[config.mk]
export PLATFORM = sky130hd
export DESIGN_NAME = pfa_convert
export DESIGN_NICKNAME = d
export VERILOG_FILES = /design/src/design/pfa_pkg.sv /design/src/design/pfa_convert.sv
export SDC_FILE = /design/constraint.sdc
export NUM_CORES = 1
export LEC_CHECK = 0
export BUFFER_PORTS_ARGS = -buffer_cell sky130_fd_sc_hd__buf_2
export CAP_MARGIN = 20
export CELL_PAD_IN_SITES_DETAIL_PLACEMENT = 1
export CELL_PAD_IN_SITES_GLOBAL_PLACEMENT = 1
export CORE_UTILIZATION = 31
export DETAILED_ROUTE_END_ITERATION = 6
export PLACE_DENSITY = 0.95
export RECOVER_POWER = 25
export SKIP_LAST_GASP = 1
export SLEW_MARGIN = 20
export SYNTH_ARGS = -nofsm -noshare
export SYNTH_HDL_FRONTEND = slang
export SYNTH_SLANG_ARGS = --single-unit
[constraint.sdc]
create_clock -name vclk -period 2.9
set_clock_uncertainty 0.15 [all_clocks]
set_input_delay 0.58 -clock vclk [all_inputs]
set_output_delay 0.58 -clock vclk [all_outputs]
set_load 0.01 [all_outputs]
[src/design/pfa_pkg.sv]
// ----------------------------------------------------------------------------
// pfa_pkg: shared types and codes for the ARGB8888 pixel converter
// Field types, register indexes, pixel size and format codes, and the
// structs that run between the top level and the palette store.
// ----------------------------------------------------------------------------
`default_nettype none

package pfa_pkg;

  // Field types
  typedef logic [31:0] pixel_t;
  typedef logic [31:0] argb_t;
  typedef logic [23:0] rgb_t;
  typedef logic [15:0] chan16_t;
  typedef logic [7:0]  pal_idx_t;
  typedef logic [2:0]  src_bytes_t;
  typedef logic [3:0]  src_format_t;
  typedef logic [3:0]  cfg_idx_t;
  typedef logic [31:0] cfg_data_t;

  // Configuration register indexes
  localparam cfg_idx_t CFG_SRC_BYTES  = 4'd0;
  localparam cfg_idx_t CFG_SRC_FORMAT = 4'd1;

  // Source pixel sizes in bytes
  localparam src_bytes_t BYTES_1 = 3'd1;
  localparam src_bytes_t BYTES_2 = 3'd2;
  localparam src_bytes_t BYTES_3 = 3'd3;
  localparam src_bytes_t BYTES_4 = 3'd4;

  // Source formats
  localparam src_format_t FMT_INDEXED = 4'd0;
  localparam src_format_t FMT_RGB565  = 4'd1;
  localparam src_format_t FMT_BGR565  = 4'd2;
  localparam src_format_t FMT_RGB555  = 4'd3;
  localparam src_format_t FMT_XRGB888 = 4'd4;
  localparam src_format_t FMT_XBGR888 = 4'd5;
  localparam src_format_t FMT_RGBX888 = 4'd6;
  localparam src_format_t FMT_BGRX888 = 4'd7;
  localparam src_format_t FMT_XRGB666 = 4'd8;

  // Register reset values
  localparam src_bytes_t  SRC_BYTES_RST  = BYTES_4;
  localparam src_format_t SRC_FORMAT_RST = FMT_XRGB888;

  // Result status codes
  localparam logic STATUS_OK    = 1'b0;
  localparam logic STATUS_UNSUP = 1'b1;

  localparam logic [7:0] ALPHA_OPAQUE = 8'hff;

  // Palette write request
  typedef struct packed {
    logic     en;
    pal_idx_t idx;
    rgb_t     rgb;
  } pal_wr_t;

  // Palette read response (registered)
  typedef struct packed {
    logic hit;
    rgb_t rgb;
  } pal_rd_t;

endpackage

`default_nettype wire

[src/design/pfa_convert.sv]
// ----------------------------------------------------------------------------
// pfa_convert: source pixel to ARGB8888 datapath
// Field extraction, top-bit replication of narrow channels and byte
// reordering for every supported size and format pair.
// ----------------------------------------------------------------------------
`default_nettype none

module pfa_convert import pfa_pkg::*; (
  input  wire src_bytes_t  src_bytes,
  input  wire src_format_t src_format,
  input  wire pixel_t      pixel,
  input  wire pal_rd_t     pal,
  output argb_t            argb,
  output logic             status
);

  rgb_t rgb16;
  rgb_t rgb32;
  logic ok16;
  logic ok32;

  // 16-bit formats
  always_comb begin
    rgb16 = '0;
    ok16  = 1'b1;
    unique case (src_format)
      FMT_RGB565: begin
        rgb16 = {pixel[15:11], pixel[15:13], pixel[10:5], pixel[10:9],
                 pixel[4:0], pixel[4:2]};
      end
      FMT_BGR565: begin
        rgb16 = {pixel[4:0], pixel[4:2], pixel[10:5], pixel[10:9],
                 pixel[15:11], pixel[15:13]};
      end
      FMT_RGB555: begin
        rgb16 = {pixel[14:10], pixel[14:12], pixel[9:5], pixel[9:7],
                 pixel[4:0], pixel[4:2]};
      end
      default: begin
        ok16 = 1'b0;
      end
    endcase
  end

  // 24/32-bit formats
  always_comb begin
    rgb32 = '0;
    ok32  = 1'b1;
    unique case (src_format)
      FMT_XRGB888: rgb32 = pixel[23:0];
      FMT_XBGR888: rgb32 = {pixel[7:0], pixel[15:8], pixel[23:16]};
      FMT_RGBX888: rgb32 = pixel[31:8];
      FMT_BGRX888: rgb32 = {pixel[15:8], pixel[23:16], pixel[31:24]};
      FMT_XRGB666: begin
        rgb32 = {pixel[17:12], pixel[17:16], pixel[11:6], pixel[11:10],
                 pixel[5:0], pixel[5:4]};
      end
      default: begin
        ok32 = 1'b0;
      end
    endcase
  end

  // Size select; anything not handled reports unsupported with a zero word
  always_comb begin
    argb   = '0;
    status = STATUS_UNSUP;
    unique case (src_bytes)
      BYTES_1: begin
        if (src_format == FMT_INDEXED) begin
          argb   = {ALPHA_OPAQUE, pal.hit ? pal.rgb : rgb_t'(0)};
          status = STATUS_OK;
        end
      end
      BYTES_2: begin
        if (ok16) begin
          argb   = {ALPHA_OPAQUE, rgb16};
          status = STATUS_OK;
        end
      end
      BYTES_3, BYTES_4: begin
        if (ok32) begin
          argb   = {ALPHA_OPAQUE, rgb32};
          status = STATUS_OK;
        end
      end
      default: begin
        argb   = '0;
        status = STATUS_UNSUP;
      end
    endcase
  end

endmodule

`default_nettype wire

==> results.ini <==
[status]
status=complete, no violations

[grt]
grt_use_total_pct=27.04
overflow=0
grt_pass1_vias=2370
grt_pass1_wl_um=11850
grt_max_degree=21
antenna_found_initial=0

[worst_setup_path]
critPathArrivalTime_ps=2070
crit_type=primary input to output port
startpoint=src_format[2]
worstSetupEndpointType=output port
crit_path_max_fanout=12
setup.worst_path.start_class=primary input
crit_path_end=argb[1]
critPathRequiredTime_ps=2170

[synth]
ys_seq_area_share_pct=0
yosysMostFrequentCell=a21oi_1
syn-cell-area_mm2=0.001659
synth_cell_types=43
synth.area.top_cells=a21oi_1 (11%), mux2i_1 (6.6%), buf_4 (5.9%), o22ai_1 (5.3%), a22oi_1 (4.5%)
yosys.area.top_type=a21oi_1
avgSynthCellArea_um2=6.663
synth_nets=313
synth_top_cells_by_count=a21oi_1 (37), nand2_1 (17), o22ai_1 (14), buf_4 (13)
yosysTopAreaCellShare_pct=11.16
synthCells=249
synth_warnings=0

[timing]
rsz0062_at_grt=false
finalCritPeriodShare_pct=96.40
final.min_clock_period_ps=2796
relSlewSlack_pct=66.05
drv_slew=0
fmax_mhz=357.7
fin_setup_tns_ps=0
setup_viol=0
timing.final.ws_setup_ps=104.3
hold_viol_final=0
worstMarginPinSlew_ps=508.0

[floorplan]
dieArea_mm2=0.005648
row_count=26
fp.coreArea_mm2=0.005140
die_x_um=75.16
io_pins=97
die_y_um=75.16
start_util_pct=32.28

[routing]
dr_wl_met2_um=3657
dr_wl_met3_um=599
avgRoutedWirePerCell_um=18.84
vias_per_cell=6.054
drt_wl_total_um=7649
vias=2458
drtIter0Drc=140
drtAntennaViolNets=0
firstDrtPassIters=5
dr.max_layer_used=met4
wl_met1_um=3137
drc=0

[cells_and_area]
regArea_um2=0
drive_gt1_share_pct=38.39
fillers=739
nClkBuffers=0
fin_nets=402
utilization_pct=43.43
finalNonFillerCells=406
seq_cells=0
syn_to_final_growth_pct=34.54
num_antenna_cells=0

[clock_network]
holdBufCountCts=0
post-cts-setup-buffers=0

[place]
dpl.hpwl_um=6280
globalplace.congestion=1.009
dp_cells=406
dpl_worst_slack_ps=52.81
io_buffer_count=97

[pwr]
leakage_uw=0.001009
powerDensity_mw_per_mm2=133.9
max-vdd-ir-drop_v=0.00006806
p_total_uw=298.8

[hold_path]
hold_path_class=primary input to output port

[job]
drv_cap=0

==> area by class of cell <==
class	count	area [um2]	share of cell area (%)
multi-input combinational	216	1463	65.53
timing repair buffer	119	678.2	30.38
tap	70	87.58	3.924
inverter	1	3.754	0.1682
==> layer usage <==
metal | up-vias | track usage, %
met4 | 0 | 10.49
met3 | 20 | 1.606
li1 | 1130 | -
met2 | 144 | 46.35
met5 | - | 0
met1 | 1164 | 35.53
==> kinds of logic after synthesis <==
logic type,Yosys count,synth area share [%]
and+or+nand+nor,86,29.79
muxes,20,14.10
buffers and inverters,33,12.29
AOI/OAI and AO/OA,110,43.82
==> worst max-delay path, stage by stage <==
cell and delay, ps:
buf_2 190, nor2b_1 340, buf_4 260, and2_1 190, a221oi_1 110, o22ai_1 220, buf_2 170
==> metrics by stage <==
stage	cell area (um2)	hold slack (ps)
after floorplan	1659	1148
after global placement	2222	1297
after detailed placement	2222	1306
after CTS	2222	1308
after global routing	2232	1326
final	2232	1306
==> worst min-delay path by stage <==
stage,from,to,cells past startpoint
floorplan,pal[10],argb[10],1
global placement,pal[16],argb[16],3
detailed placement,pal[16],argb[16],3
CTS,pal[16],argb[16],3
global route,pal[15],argb[15],3
finish,pal[16],argb[16],3
==> repair_timing <==
item                                    CTS  global route
endpoints found under the setup margin    0            11
gates resized for setup                   0             4
hold endpoints to repair                  0             0
==> power breakdown <==
part	total, uW	switching (uW)	internal [uW]
combinational	299	171	128
clock	0	0	0
sequential	0	0	0
==> placed cells by master, fill, tap and decap left out, types with 4 or more instances in the layout <==
| master | instances |
|---|---|
| buf_2 | 93 |
| mux2_1 | 5 |
| a211o_1 | 6 |
| nand3b_1 | 4 |
| nor2_1 | 12 |
| a211oi_1 | 5 |
| nand2b_1 | 11 |
| o22ai_1 | 14 |
| a21oi_1 | 37 |
| nand2_1 | 17 |
| nor2b_1 | 9 |
| and2_0 | 4 |
| nor3_1 | 12 |
| mux2i_1 | 10 |
| a22oi_1 | 10 |
| o21ai_0 | 8 |
| buf_4 | 19 |
| a221o_1 | 6 |
| o21ai_1 | 6 |
| and2_1 | 6 |
(Power assumes the default switching activity.)
